--- src/hw/rtl/assert_macros.svh ---
// ----------------------------------------------------------------------------
// assert_macros.svh
// Concurrent assertion macros shared by the RTL; empty under synthesis.
// ----------------------------------------------------------------------------
`ifndef ASSERT_MACROS_SVH
`define ASSERT_MACROS_SVH

`ifndef SYNTHESIS

// Check prop on every rising clk edge while rstn is high.
`define ASSERT_CLK(label, clk, rstn, prop, msg) \
    label: assert property (@(posedge clk) disable iff (!rstn) prop) else $error(msg);

// Check prop on every rising clk edge, reset included.
`define ASSERT_ALWAYS(label, clk, prop, msg) \
    label: assert property (@(posedge clk) prop) else $error(msg);

`else

`define ASSERT_CLK(label, clk, rstn, prop, msg)
`define ASSERT_ALWAYS(label, clk, prop, msg)

`endif

`endif

--- src/hw/rtl/ctn_pkg.sv ---
// ----------------------------------------------------------------------------
// ctn_pkg
// Types, character codes and the symbol map for the chat text normaliser.
// ----------------------------------------------------------------------------
package ctn_pkg;

    localparam logic [7:0] CHR_CARET  = 8'h5E;
    localparam logic [7:0] CHR_AT     = 8'h40;
    localparam logic [7:0] CHR_DOLLAR = 8'h24;
    localparam logic [7:0] CHR_BAR    = 8'h7C;
    localparam logic [7:0] CHR_USCORE = 8'h5F;
    localparam logic [7:0] CHR_BANG   = 8'h21;
    localparam logic [7:0] CHR_LPAREN = 8'h28;
    localparam logic [7:0] CHR_RPAREN = 8'h29;
    localparam logic [7:0] CHR_COMMA  = 8'h2C;
    localparam logic [7:0] CHR_DASH   = 8'h2D;
    localparam logic [7:0] CHR_DOT    = 8'h2E;
    localparam logic [7:0] CHR_SLASH  = 8'h2F;
    localparam logic [7:0] CHR_BSLASH = 8'h5C;
    localparam logic [7:0] CHR_0      = 8'h30;
    localparam logic [7:0] CHR_1      = 8'h31;
    localparam logic [7:0] CHR_3      = 8'h33;
    localparam logic [7:0] CHR_4      = 8'h34;
    localparam logic [7:0] CHR_5      = 8'h35;
    localparam logic [7:0] CHR_9      = 8'h39;
    localparam logic [7:0] CHR_UP_A   = 8'h41;
    localparam logic [7:0] CHR_UP_Z   = 8'h5A;
    localparam logic [7:0] CHR_LO_A   = 8'h61;
    localparam logic [7:0] CHR_LO_C   = 8'h63;
    localparam logic [7:0] CHR_LO_D   = 8'h64;
    localparam logic [7:0] CHR_LO_E   = 8'h65;
    localparam logic [7:0] CHR_LO_I   = 8'h69;
    localparam logic [7:0] CHR_LO_O   = 8'h6F;
    localparam logic [7:0] CHR_LO_S   = 8'h73;
    localparam logic [7:0] CASE_DELTA = 8'h20;

    // One result request
    typedef struct packed {
        logic [7:0] out_byte;
        logic       byte_valid;
        logic       last_result;
    } res_t;

    // Mapped byte and whether it survives
    typedef struct packed {
        logic       keep;
        logic [7:0] value;
    } map_t;

    function automatic map_t map_byte(input logic [7:0] b);
        map_t m;
        m.keep  = 1'b1;
        m.value = b;
        if (b >= CHR_UP_A && b <= CHR_UP_Z) begin
            m.value = b + CASE_DELTA;
        end else begin
            case (b)
                CHR_4, CHR_AT:             m.value = CHR_LO_A;
                CHR_LPAREN:                m.value = CHR_LO_C;
                CHR_RPAREN:                m.value = CHR_LO_D;
                CHR_3:                     m.value = CHR_LO_E;
                CHR_1, CHR_BAR, CHR_BANG:  m.value = CHR_LO_I;
                CHR_0:                     m.value = CHR_LO_O;
                CHR_5, CHR_DOLLAR:         m.value = CHR_LO_S;
                CHR_DOT, CHR_COMMA, CHR_BSLASH,
                CHR_SLASH, CHR_DASH, CHR_USCORE: m.keep = 1'b0;
                default:                   m.value = b;
            endcase
        end
        return m;
    endfunction

endpackage

--- src/hw/rtl/chat_text_normalizer.sv ---
// ----------------------------------------------------------------------------
// chat_text_normalizer
// Strips colour codes, folds case and look-alike symbols, and collapses runs
// of equal bytes in a chat message streamed one byte per request.
// ----------------------------------------------------------------------------
//
//  channel | direction | payload                                  | handshake
//  --------+-----------+------------------------------------------+-------------------
//  s_      | in        | in_byte[7:0], end_of_message             | s_valid / s_ready
//  m_      | out       | out_byte[7:0], byte_valid, last_result   | m_valid / m_ready
//
//  Cycles : a byte is decoded in the cycle it is accepted and its results
//           enter the result queue; one byte per cycle while s_ready is high.
//  Limit  : the result queue drains one request per cycle while m_ready is
//           high, so a byte that also releases a held caret leaves two results.
//  Stalls : s_ready is high while the three-entry result queue holds at most
//           one request, so input keeps flowing while a result waits.
//  Reset  : aresetn (synchronous, active low) empties the queue and clears
//           the caret and run-collapse state.
//
module chat_text_normalizer (
    input  logic       aclk,
    input  logic       aresetn,
    input  logic       s_valid,
    output logic       s_ready,
    input  logic [7:0] s_in_byte,
    input  logic       s_end_of_message,
    output logic       m_valid,
    input  logic       m_ready,
    output logic [7:0] m_out_byte,
    output logic       m_byte_valid,
    output logic       m_last_result
);
    import ctn_pkg::*;

    `include "assert_macros.svh"

    localparam int unsigned QDEPTH = 3;

    // Message state
    logic       caret_pending_reg, caret_pending_next;
    logic [7:0] prev_byte_reg, prev_byte_next;
    logic       prev_valid_reg, prev_valid_next;

    // Result queue: head in slot 0, shifts down on every pop
    res_t       q_reg [QDEPTH];
    res_t       q_next [QDEPTH];
    res_t       q_shift [QDEPTH];
    logic [1:0] count_reg, count_next;
    logic [1:0] base;

    logic       s_fire, m_fire;
    logic       is_digit;
    logic       caret_hit, caret_emit;
    logic       take_cur, cur_pend, cur_emit, marker;
    logic       pv1;
    logic [7:0] pb1;
    map_t       cur_map;
    res_t       push0, push1;
    logic [1:0] n_push;

    assign s_ready = (count_reg <= 2'd1);
    assign m_valid = (count_reg != 2'd0);
    assign s_fire  = s_valid && s_ready;
    assign m_fire  = m_valid && m_ready;

    assign m_out_byte    = q_reg[0].out_byte;
    assign m_byte_valid  = q_reg[0].byte_valid;
    assign m_last_result = q_reg[0].last_result;

    // ------------------------------------------------------------------
    // Per-byte decode
    // ------------------------------------------------------------------
    always_comb begin
        is_digit = (s_in_byte >= CHR_0) && (s_in_byte <= CHR_9);

        // A held caret not followed by a digit is released ahead of this byte
        caret_hit  = caret_pending_reg && !is_digit;
        caret_emit = caret_hit && !(prev_valid_reg && prev_byte_reg == CHR_CARET);

        // Run state as seen by the current byte
        pv1 = prev_valid_reg || caret_hit;
        pb1 = caret_hit ? CHR_CARET : prev_byte_reg;

        // Caret followed by a digit: drop both
        take_cur = !(caret_pending_reg && is_digit);
        // Hold a new caret, unless the message ends here
        cur_pend = take_cur && (s_in_byte == CHR_CARET) && !s_end_of_message;
        cur_map  = map_byte(s_in_byte);
        cur_emit = take_cur && !cur_pend && cur_map.keep &&
                   !(pv1 && cur_map.value == pb1);

        // Bare end marker when the final byte yields nothing
        marker = s_end_of_message && !caret_emit && !cur_emit;

        push0 = '{out_byte: 8'h00, byte_valid: 1'b0, last_result: 1'b1};
        push1 = '{out_byte: cur_map.value, byte_valid: 1'b1,
                  last_result: s_end_of_message};
        if (caret_emit) begin
            push0 = '{out_byte: CHR_CARET, byte_valid: 1'b1,
                      last_result: s_end_of_message && !cur_emit};
        end else if (cur_emit) begin
            push0 = push1;
        end

        if (caret_emit && cur_emit) begin
            n_push = 2'd2;
        end else if (caret_emit || cur_emit || marker) begin
            n_push = 2'd1;
        end else begin
            n_push = 2'd0;
        end

        // Advance message state; clear it after the final byte
        caret_pending_next = caret_pending_reg;
        prev_byte_next     = prev_byte_reg;
        prev_valid_next    = prev_valid_reg;
        if (s_fire) begin
            if (s_end_of_message) begin
                caret_pending_next = 1'b0;
                prev_byte_next     = 8'h00;
                prev_valid_next    = 1'b0;
            end else begin
                caret_pending_next = cur_pend;
                prev_byte_next     = cur_emit ? cur_map.value : pb1;
                prev_valid_next    = pv1 || cur_emit;
            end
        end
    end

    // ------------------------------------------------------------------
    // Result queue update
    // ------------------------------------------------------------------
    always_comb begin
        q_shift[0] = m_fire ? q_reg[1] : q_reg[0];
        q_shift[1] = m_fire ? q_reg[2] : q_reg[1];
        q_shift[2] = q_reg[2];

        base = count_reg - {1'b0, m_fire};

        for (int i = 0; i < QDEPTH; i++) begin
            q_next[i] = q_shift[i];
            if (s_fire) begin
                if (2'(i) == base) begin
                    q_next[i] = push0;
                end else if (2'(i) == base + 2'd1 && n_push == 2'd2) begin
                    q_next[i] = push1;
                end
            end
        end

        count_next = base + (s_fire ? n_push : 2'd0);
    end

    always_ff @(posedge aclk) begin
        if (!aresetn) begin
            caret_pending_reg <= 1'b0;
            prev_byte_reg     <= 8'h00;
            prev_valid_reg    <= 1'b0;
            count_reg         <= 2'd0;
        end else begin
            caret_pending_reg <= caret_pending_next;
            prev_byte_reg     <= prev_byte_next;
            prev_valid_reg    <= prev_valid_next;
            count_reg         <= count_next;
        end
    end

    // Payload: no reset
    always_ff @(posedge aclk) begin
        for (int i = 0; i < QDEPTH; i++) begin
            q_reg[i] <= q_next[i];
        end
    end

    // ------------------------------------------------------------------
    // Assertions
    // ------------------------------------------------------------------
    `ASSERT_CLK(a_eom_clears, aclk, aresetn, (s_fire && s_end_of_message) |=> (!caret_pending_reg && !prev_valid_reg && prev_byte_reg == 8'h00), "message state not cleared after final byte")
    `ASSERT_CLK(a_marker_last, aclk, aresetn, (m_valid && !m_byte_valid) |-> (m_last_result && m_out_byte == 8'h00), "bare end marker malformed")
    `ASSERT_CLK(a_pop_only, aclk, aresetn, (m_fire && !s_fire) |=> (count_reg == $past(count_reg) - 2'd1), "queue count wrong on pop")
    `ASSERT_CLK(a_pend_not_eom, aclk, aresetn, (s_fire && s_end_of_message && s_in_byte == CHR_CARET) |-> (n_push != 2'd0), "trailing caret lost")
    `ASSERT_ALWAYS(a_reset_empty, aclk, !aresetn |=> (count_reg == 2'd0), "queue not empty after reset")

endmodule

--- config.mk ---
export PLATFORM = sky130hd
export DESIGN_NAME = chat_text_normalizer
export DESIGN_NICKNAME = d
export VERILOG_FILES = /design/src/hw/rtl/ctn_pkg.sv /design/src/hw/rtl/chat_text_normalizer.sv
export VERILOG_INCLUDE_DIRS = /design/src /design/src/hw/rtl
export SDC_FILE = /design/constraint.sdc
export NUM_CORES = 1
export LEC_CHECK = 0
export BUFFER_PORTS_ARGS = -buffer_cell sky130_fd_sc_hd__buf_2
export CORE_UTILIZATION = 42
export CTS_CLUSTER_SIZE = 30
export DETAILED_ROUTE_END_ITERATION = 16
export GPL_ROUTABILITY_DRIVEN = 1
export PLACE_DENSITY_LB_ADDON = 0.15
export SYNTH_ARGS = -nofsm -noshare
export SYNTH_HDL_FRONTEND = slang
export SYNTH_SLANG_ARGS = --single-unit
--- constraint.sdc ---
create_clock -name aclk -period 10.6 [get_ports aclk]
set_clock_uncertainty 0.05 [all_clocks]
set_input_delay 1.59 -clock aclk [delete_from_list [all_inputs] [get_ports aclk]]
set_output_delay 1.59 -clock aclk [all_outputs]
set_load 0.02 [all_outputs]
Yosys cells after proc, flatten, opt, wreduce, memory -nomap -nowiden:

Memories as Yosys holds them, arrays and structs flattened.
Cells that the tools add are included.

* ROM bits: 0
* bits in writable memories: 30
* word-level logic and storage cells: 104
* output and inout port bits: 12
* bits in latches: 0
* memories kept: 1
* register bits after elaboration: 12
* bits of input ports: 13

Memories
* q_reg: words 3, bits a word 10, read ports 3, clocked after Yosys merged registers in 0, write ports 3, RTL line chat_text_normalizer.sv:46 `res_t q_reg [QDEPTH];`

* order comparisons: 5
* $mul: 0
* add/subtract/negate cells: 4
* multiplexer cells: 25
* div/mod/pow operators: 0
* equal/unequal tests: 25
* reductions and logical operators: 40
* shifts and indexed selects: 0
* bitwise logic cells: 0

Operator list (count)
* two-way mux 10 bit: 13
* equality test 8 x 6 -> 1 bit (second input constant): 13
* case mux 8 bit (7 select lines): 1
* equality test 8 x 7 -> 1 bit (second input constant): 6
* two-way mux 8 bit: 4
* logical AND 1 bit: 21
* adder 8 x 6 -> 8 bit (second input constant): 1
* equality test 8 bit: 1
* >= comparator 8 x 6 -> 1 bit (second input constant): 1
* >= comparator 8 x 7 -> 1 bit (second input constant): 1
* <= comparator 8 x 6 -> 1 bit (second input constant): 1
* <= comparator 8 x 7 -> 1 bit (second input constant): 1
* zero test 1 bit: 8
* OR reduction 6 bit: 1
* two-way mux 1 bit: 5
* equality test 1 x 2 -> 1 bit (first input constant): 2
* equality test 2 bit (first input constant): 2
* zero test 2 bit: 2
* logical OR 1 bit: 4
* two-way mux 2 bit: 2
* OR reduction 2 bit: 2
* OR reduction 3 bit: 1
* adder 2 x 1 -> 2 bit (second input constant): 1
* adder 2 bit: 1
* other kinds (4): 4

Logic depth before layout (Yosys ltp):

Gate-level depths: netlist (run 1).

* depth in word-level cells: 20
* depth in mapped cells: 17
* gate-level depth less buffers: 15

Least setup slack after synthesis (run 1):

No wires, ideal clock.

* kind: input to register
* start point: input s_in_byte[5]
* end point: memory q_reg[0][20] (netlist name) (enable)
* arrival time: 4.363 ns
* library setup time: 0.380 ns
* setup slack: 5.807 ns
* stages on the path: 14
* cells stage by stage: buf_4 > inv_1 > ha_1 > nor3b_1 > a2bb2oi_1 > nand4_1 > a211oi_1 > a211o_1 > a32oi_2 > o211ai_4 > nor2b_4 > buf_6 > nand2_1 > a21oi_1

RTL lines
* start: declaration: RTL line chat_text_normalizer.sv:26 `input logic [7:0] s_in_byte,`
* end: declaration: RTL line chat_text_normalizer.sv:46

==> results.txt, run 1 <==
Buffers placed on the I/O ports in this run total 24. TritonCTS built the clock tree. During I/O placement, the number of pins put on the boundary was 25. Across the run, the number of max-cap violations was 0. Measured against its own limit, the worst slew margin works out to 35.0%. For flop-to-flop paths, the worst setup slack is 6.60 ns.

The wire length of the first global-routing pass was 15.0 mm; the power per cell area was 248 nW/um^2. The tools report the overall global routing resource usage as 24.9%. The worst hold path terminates at prev_valid_reg. The worst register-to-register path ends at q_reg[0][18]. The share of the yosys chip area belonging to registers came out at 29.9%.

The worst hold path stage count is 1, and the largest driver fanout on the critical path is 19. 0 antenna diodes ended up in the layout. Setup repair after global routing left no endpoint under its margin. The wire-length estimate of the detail-placed layout is 6.58 mm. The tools report the clock sink count as 42. The required time of the worst setup path was 10.48 ns. The logs give 0 for the initial antenna violation count and 0 for the quantity of hold-fixing buffers added after cts. At the pin with the least slew margin, the transition time is 0.962 ns. The total of warnings raised by yosys is 0.

After synthesis the netlist holds a flip-flop and latch count of 42. The flip-flop count of the largest register after layout was 30; the peak ir drop on the vdd network was 0.0724 mV. The final layout contains 409 nets.

The largest total area in the synthesized netlist belongs to sky130_fd_sc_hd__dfxtp_1. The die width was 88.6 um. The CTS clock-pin slew for the worst setup and hold paths is 0.08 ns. For this run the aggregate overflow at the end of global routing stands at 0. For the final number of hold-violating endpoints, the log shows 0. For this configuration, the core starts out at a cell density of 43.4%. The average detailed-routed wire length per instance came out at 18.1 um.

Entering global routing, the biggest net connects 21 pins. The synthesized design devotes to its leading area cell type 20.3% of total area. The worst register-to-register path begins at count_reg[1].

For this design the static power due to leakage is 1.26 nW. The async set-or-reset flop fraction in the synthesized netlist came out at 0%. The average instance in the mapped netlist occupies 8.00 um^2.

Synthesis produced a netlist whose cell count is 394. The tools report the number of CTS-inserted buffers as 5. The run gives 484 as the number of placed instances with taps included. Data on the critical path arrives at its endpoint at 5.19 ns. The violation count after the first detailed-route iteration was 165. The via count normalized by instance count works out to 6.18.

For the final routed database, the setup TNS stands at 0 ns. The die is 88.6 um tall. The worst reg-to-reg path cell count was 12.

The path class of the tightest hold or removal check is reg -> reg. The capturing element type of the critical path was a flop. The run gives 0 as the buffers inserted during post-CTS setup optimization. The flow ran to the end, and the final reports show no timing, DRC or antenna violations.

The floorplan has 31 rows. The number of pins exceeding their max-slew limit in the final report was 0; the clock network latency to the later pin of the worst-skew pair was 0.31 ns. In the routed design, unresolved DRC markers number 0. At the end of routability-driven placement, the weighted congestion stood at 0.917. The count of cells in the finished layout, fillers not included, comes to 492. The tools report the number of global-route vias before repair as 2866. STA classifies the critical path startpoint as an input pin. The kind of critical path was in -> reg.

For the number of different library cells in the post-synthesis netlist, the log shows 71. The logs give 0 for the residual antenna-violating net count after detailed routing and 941 um^2 for the area taken by flip-flops and latches. For this run, the share of the core covered by cells in the final layout is 45.8%. Summing over every cut layer, the via total after detailed routing is 3042. After filler insertion, the fill cell instance count of the layout stands at 757. Clock tree synthesis selected as its root buffer the cell sky130_fd_sc_hd__clkbuf_8. Counting every net in the synthesized netlist gives 411. The run gives 2 as the deepest level of the CTS H-tree. By area the synthesized netlist is led by sky130_fd_sc_hd__dfxtp_1 20%, sky130_fd_sc_hd__edfxtp_1 9.5%, sky130_fd_sc_hd__nand2_1 4.9%. After synthesis the cells add up to 3150 um^2. Of the cells placed in the final design, the portion with a size suffix greater than 1 is 12.7%. The worst path in the final design needs a cycle of 5.31 ns, including I/O delays and setup.

Setup violations remaining at the end of the flow were counted as 0. The area growth from synthesis to layout is 5.44%. The final layout contains routed wiring with a total length of 8.92 mm.

In the finished design, the share of the clock period the worst path needs comes to 50.1%. The run gives 188 MHz as the fmax. Among all flip-flop cells after synthesis, the most frequent one is sky130_fd_sc_hd__dfxtp_1. Summing all multi-input logic gate instances after layout gives 1950 um^2. Startpoint of the lowest-slack hold path: prev_valid_reg. The number of instances resized during post-cts repair is 0. The number of optimization iterations in the first detailed-route pass came out at 5. Across all hold checks on the routed design, the worst slack comes to 0.487 ns. The buffer depth of the longest clock path was 2; the die area was 7850 um^2. The number of flops mapped to enable cells by yosys was 10. The area of the core was 7250 um^2.
[worst max path at each step]
stage                         to  slack (ns)          from  depth (start not counted)
CTS                 q_reg[0][23]        5.28  s_in_byte[5]                         13
finish              q_reg[0][29]        5.29  s_in_byte[5]                         13
global placement    q_reg[0][22]        5.16  s_in_byte[5]                         13
detailed placement  q_reg[0][22]        4.97  s_in_byte[5]                         13
floorplan           q_reg[0][20]        5.81  s_in_byte[5]                         14
global route        q_reg[0][20]        4.88  s_in_byte[5]                         13
[cells by family (layout without fill, tap and decap cells)]
group                    Yosys count  in the layout  synth area share (%)
XOR/XNOR                           6              6                  1.67
multiplexers                      15             15                  4.81
flip-flops                        42             42                  29.9
AND/OR/NAND/NOR                  146            146                  23.5
AO/OA/AOI/OAI                    129            129                  30.4
adder cells (fa/ha/maj)            4              4                  1.59
buffers and inverters             52             51                  8.18
[cells in the mapped netlist (3+ instances only)]
master                      instances
sky130_fd_sc_hd__nand2_1           41
sky130_fd_sc_hd__nor2_1            36
sky130_fd_sc_hd__dfxtp_1           32
sky130_fd_sc_hd__a21oi_1           24
sky130_fd_sc_hd__o21ai_0           22
sky130_fd_sc_hd__inv_1             18
sky130_fd_sc_hd__clkbuf_1          16
sky130_fd_sc_hd__mux2i_1           14
sky130_fd_sc_hd__nor3_1            11
sky130_fd_sc_hd__edfxtp_1          10
sky130_fd_sc_hd__a211oi_1           9
sky130_fd_sc_hd__buf_4              9
sky130_fd_sc_hd__nand3_1            9
sky130_fd_sc_hd__and2_1             8
sky130_fd_sc_hd__o21a_1             7
sky130_fd_sc_hd__nor2b_1            6
sky130_fd_sc_hd__o32ai_1            6
sky130_fd_sc_hd__buf_2              5
sky130_fd_sc_hd__o211ai_1           5
sky130_fd_sc_hd__o22ai_1            5
sky130_fd_sc_hd__or2_2              5
sky130_fd_sc_hd__or3_1              5
sky130_fd_sc_hd__a2111oi_0          4
sky130_fd_sc_hd__a31oi_1            4
sky130_fd_sc_hd__ha_1               4
sky130_fd_sc_hd__nand4_1            4
sky130_fd_sc_hd__o211a_1            4
sky130_fd_sc_hd__xnor2_1            4
sky130_fd_sc_hd__a221oi_1           3
sky130_fd_sc_hd__a2bb2oi_1          3
sky130_fd_sc_hd__and3_1             3
sky130_fd_sc_hd__buf_6              3
sky130_fd_sc_hd__o221a_2            3
[cells in the final DEF (no fill, tap or decap), types with 6 or more instances in the layout]
master / netlist / layout
sky130_fd_sc_hd__edfxtp_1: 10 / 10
sky130_fd_sc_hd__o21a_1: 7 / 7
sky130_fd_sc_hd__buf_2: 5 / 24
sky130_fd_sc_hd__nor2_1: 36 / 36
sky130_fd_sc_hd__a21oi_1: 24 / 24
sky130_fd_sc_hd__mux2i_1: 14 / 14
sky130_fd_sc_hd__o32ai_1: 6 / 6
sky130_fd_sc_hd__a211oi_1: 9 / 9
sky130_fd_sc_hd__o21ai_0: 22 / 22
sky130_fd_sc_hd__and2_1: 8 / 8
sky130_fd_sc_hd__dfxtp_1: 32 / 32
sky130_fd_sc_hd__nand3_1: 9 / 9
sky130_fd_sc_hd__nand2_1: 41 / 41
sky130_fd_sc_hd__nor3_1: 11 / 11
sky130_fd_sc_hd__nor2b_1: 6 / 6
sky130_fd_sc_hd__inv_1: 18 / 18
[critical path, cell delays in order]
cell and delay (ns):
sky130_fd_sc_hd__buf_2 0.18, sky130_fd_sc_hd__inv_1 0.12, sky130_fd_sc_hd__ha_1 0.15, sky130_fd_sc_hd__nor3b_1 0.25
sky130_fd_sc_hd__a2bb2oi_1 0.32, sky130_fd_sc_hd__nand4_1 0.18, sky130_fd_sc_hd__a211oi_1 0.67, sky130_fd_sc_hd__a211o_1 0.20
sky130_fd_sc_hd__a32oi_2 0.11, sky130_fd_sc_hd__o211ai_4 0.26, sky130_fd_sc_hd__nor2b_4 0.34, sky130_fd_sc_hd__nand2_1 0.07
sky130_fd_sc_hd__a21oi_1 0.75
[through the flow]
stage,instance area (um^2),setup WS (ns),power (mW)
after floorplan,3150,5.81,0.599
after global placement,3210,5.16,0.694
after detailed placement,3210,4.97,0.690
after CTS,3320,5.28,0.821
after global routing,3320,4.88,0.884
final,3320,5.29,0.823
[metal layers]
layer,vias to the layer above,share of wire [%],track usage (%)
met5,-,0,0
met2,110,47,40.5
met1,1447,45,33.2
met3,20,4.5,3.26
met4,0,2.9,11.0
li1,1465,-,-
[final cells by class]
type                            count  area share (%)
Multi-Input combinational cell    300            58.8
Sequential cell                    42            28.3
Timing Repair Buffer               25            3.84
Tap cell                           99            3.73
Clock buffer                        6            2.18
Inverter                           18            2.03
Clock inverter                      2            1.13
[report_power, final]
group	total (mW)	switching (mW)	internal [mW]	leakage (nW)
Sequential	0.251	0.0287	0.223	0.355
Combinational	0.440	0.279	0.161	0.852
Clock	0.131	0.0611	0.0704	0.0514
Total	0.823	0.368	0.454	1.26
No activity file was read; power rests on OpenSTA's default activity.
==> run 2: changes to the inputs <==
==> constraint.sdc (replaced) <==
create_clock -name aclk -period 4.3 [get_ports aclk]
set_clock_uncertainty 0.05 [all_clocks]
set_input_delay 0.645 -clock aclk [delete_from_list [all_inputs] [get_ports aclk]]
set_output_delay 0.645 -clock aclk [all_outputs]
set_load 0.02 [all_outputs]
==> results.txt, run 2 (synthesis results as in run 1) <==
The initial core utilization came out at 43.4% (unchanged). Counting I/O delays and the setup requirement, the final critical path takes 3.80 ns. The run gives 3340 um^2 (+4.0%) as the placement-stage cell area. The tools report the number of CTS-inserted buffers as 5 (unchanged). Setup repair after global routing left no endpoint under its margin.

The global placement routability congestion was 0.881 (-3.9%); the static power due to leakage was 1.33 nW (+6.1%). The critical path goes through buf_2, or4b_1, o22a_1, o211a_1, a2111oi_0, mux2i_1, o21ai_1, o211ai_4, nor2b_4, a211oi_1, ha_1, xnor2_1, xnor2_1, nor2_1. The clock sink count is 42 (unchanged), and the total number of nets in the final design is 426 (+4.2%). The tools report the pin count of the biggest net entering global routing as 20 (-4.8%).

The area growth from synthesis to layout was 8.90%; the wire length of the first global-routing pass was 14.7 mm (-1.5%). Arrival time of the worst setup path: 3.94 ns (-1.25 ns). The max-cap check violation count came out at 0 (unchanged). The headroom to the max-slew limit is 36.6% (+1.6 points).

The power per cell area is 591 nW/um^2 (+140%), and the buffer depth of the longest clock path is 2 (unchanged). Number of optimization iterations in the first detailed-route pass: 5 (unchanged). Number of placed instances with taps included: 501 (+3.5%).

Via count normalized by instance count: 5.99 (-3.2%). The run finished with clean final reports. Startpoint kind of the worst setup timing path: an input pin.

The tools report the number of instances resized during post-cts repair as 0 (unchanged). The worst slack at placement is 0.248 ns (-4.73 ns). For the buffers inserted during post-CTS setup optimization, the log shows 0 (unchanged). The tools report the overall global routing resource usage as 24.5% (-0.45 points).

The tree is rooted in a sky130_fd_sc_hd__clkbuf_8. The CTS clock-pin slew for the worst setup and hold paths was 0.09 ns (about the same). The logs give 0.31 ns (about the same) for the clock network latency to the later pin of the worst-skew pair and 4.44 ns (-6.04 ns) for the required time of the worst setup path. The run gives 6.70 mm (+1.8%) as the estimated wirelength of the detail-placed design. Post-route worst setup slack: 0.499 ns (-4.79 ns). The slew at the pin closest to its max-slew limit works out to 0.939 ns (-0.0236 ns). In the layout the commonest cells are 41 x sky130_fd_sc_hd__nand2_1, 36 x sky130_fd_sc_hd__nor2_1, 32 x sky130_fd_sc_hd__dfxtp_1. The largest incremental delay on the critical path is 0.66 ns (-0.09 ns), and the residual DRC count is 0 (unchanged). The number of pins exceeding their max-slew limit in the final report was 0 (unchanged). The largest driver fanout on the critical path was 14 (-5). The logs give 509 (+3.5%) for the non-filler instance count after layout and 218 (+32%) for the violation count after the first detailed-route iteration. The number of top-level pins came out at 25 (unchanged). The filler cell count in the final layout was 749 (-1.1%). The final number of hold-violating endpoints was 0 (unchanged); the worst hold path stage count was 2 (+1). The critical path depth in cells came out at 14 (+1). The most numerous cell on the critical path was sky130_fd_sc_hd__xnor2_1.

Number of buffers inserted by port buffering: 24 (unchanged). The total power is 2.03 mW (+150%). The run gives 31 (unchanged) as the site row count. The run gives 263 MHz as the fmax. In this design, the largest share of critical-path delay is due to compound AO/OA/AOI/OAI gates.

Period utilization: 88.4%. The via total after detailed routing is 3047 (+0.16%). The tools report the final standard cell utilization of the core as 47.3% (+1.5 points). STA classifies the critical path endpoint as a flop. The worst hold slack is 0.470 ns (-0.0168 ns).

Die width: 88.6 um (unchanged). The average detailed-routed wire length per instance is 17.6 um (-2.8%). The run gives 0 (unchanged) as the count of endpoints failing setup in the final report.

The aggregate negative setup slack was 0 ns (unchanged); the total global routing overflow was 0 (unchanged). The share of cells above drive strength 1 is 16.6% (+3.9 points), and the die area is 7850 um^2 (unchanged). The logs give 8.97 mm (+0.61%) for the routed wire length and 1950 um^2 (unchanged) for the area of combinational cells with multiple inputs. The run gives 0.157 mV (+120%) as the peak ir drop on the vdd network. The kind of critical path was in -> reg.

The final standard cell area without fillers is 3430 um^2 (+3.3%). For the quantity of hold-fixing buffers added after cts, the log shows 0 (unchanged). TritonCTS built the clock tree.

The tools report the initial antenna violation count as 0 (unchanged). The worst reg-to-reg path cell count works out to 14 (+2). Number of global-route vias before repair: 2913 (+1.6%). The residual antenna-violating net count after detailed routing was 0 (unchanged). The cell type of the slowest stage on the worst timing path is sky130_fd_sc_hd__or4b_1. The commonest non-fill, non-tap cell in the layout was sky130_fd_sc_hd__nand2_1.

The antenna diode count is 0 (unchanged), and the count of buffer and inverter cells on the critical path is 1 (-1). The tools report the area of the core as 7250 um^2 (unchanged). The flip-flop count of the largest register after layout is 30 (unchanged). The area taken by flip-flops and latches was 941 um^2 (unchanged). The worst hold path belongs to the class reg -> reg.

The height of the die came out at 88.6 um (unchanged). The deepest level of the CTS H-tree is 2 (unchanged).
run 2: cell count changes in the layout (fill, tap and decap cells not counted):
cell                        before  now
sky130_fd_sc_hd__buf_4           1   18
sky130_fd_sc_hd__bufinv_16       1    0
sky130_fd_sc_hd__clkbuf_1        1    0
sky130_fd_sc_hd__inv_4           0    1
sky130_fd_sc_hd__inv_6           0    1
run 2: worst paths after layout:
check / from / to / slack [ns]
setup / recovery: s_in_byte[1] / count_reg[1] / 0.50
hold / removal: q_reg[0][22] / q_reg[0][12] / 0.47
setup reg to reg: count_reg[1] / q_reg[0][17] / 1.26
hold reg to reg: q_reg[0][22] / q_reg[0][12] / 0.47
run 2: report_power, final:
| part | switching (mW) | internal (mW) | total, mW | leakage, nW |
|---|---|---|---|---|
| Combinational | 0.691 | 0.447 | 1.14 | 0.934 |
| Clock | 0.155 | 0.117 | 0.272 | 0.0451 |
| Sequential | 0.0701 | 0.548 | 0.618 | 0.355 |
run 2: area by class of cell:
cell class | count | share of cell area [%]
well taps | 99 | 3.61
flip-flops and latches | 42 | 27.4
multi-input cells | 300 | 56.9
clock buffers | 5 | 2.01
inverters | 18 | 1.97
clock inverters | 3 | 0.656
repair buffers | 42 | 7.44
run 2: worst reg2reg max path, delay by kind of cell (launching register included):
kind | cells | cell delay, ns
simple gates | 6 | 0.94
flops | 1 | 0.37
fa+ha+maj | 1 | 0.56
buf+inv | 5 | 0.71
compound gates | 2 | 0.32
run 2: per-layer routing:
layer	vias to the layer above	global-route usage [%]	wire length (um)
li1	1494	-	-
met1	1438	32.5	4160
met2	97	41.4	4290
met3	18	3.45	344
met4	0	7.04	172
met5	-	0	0
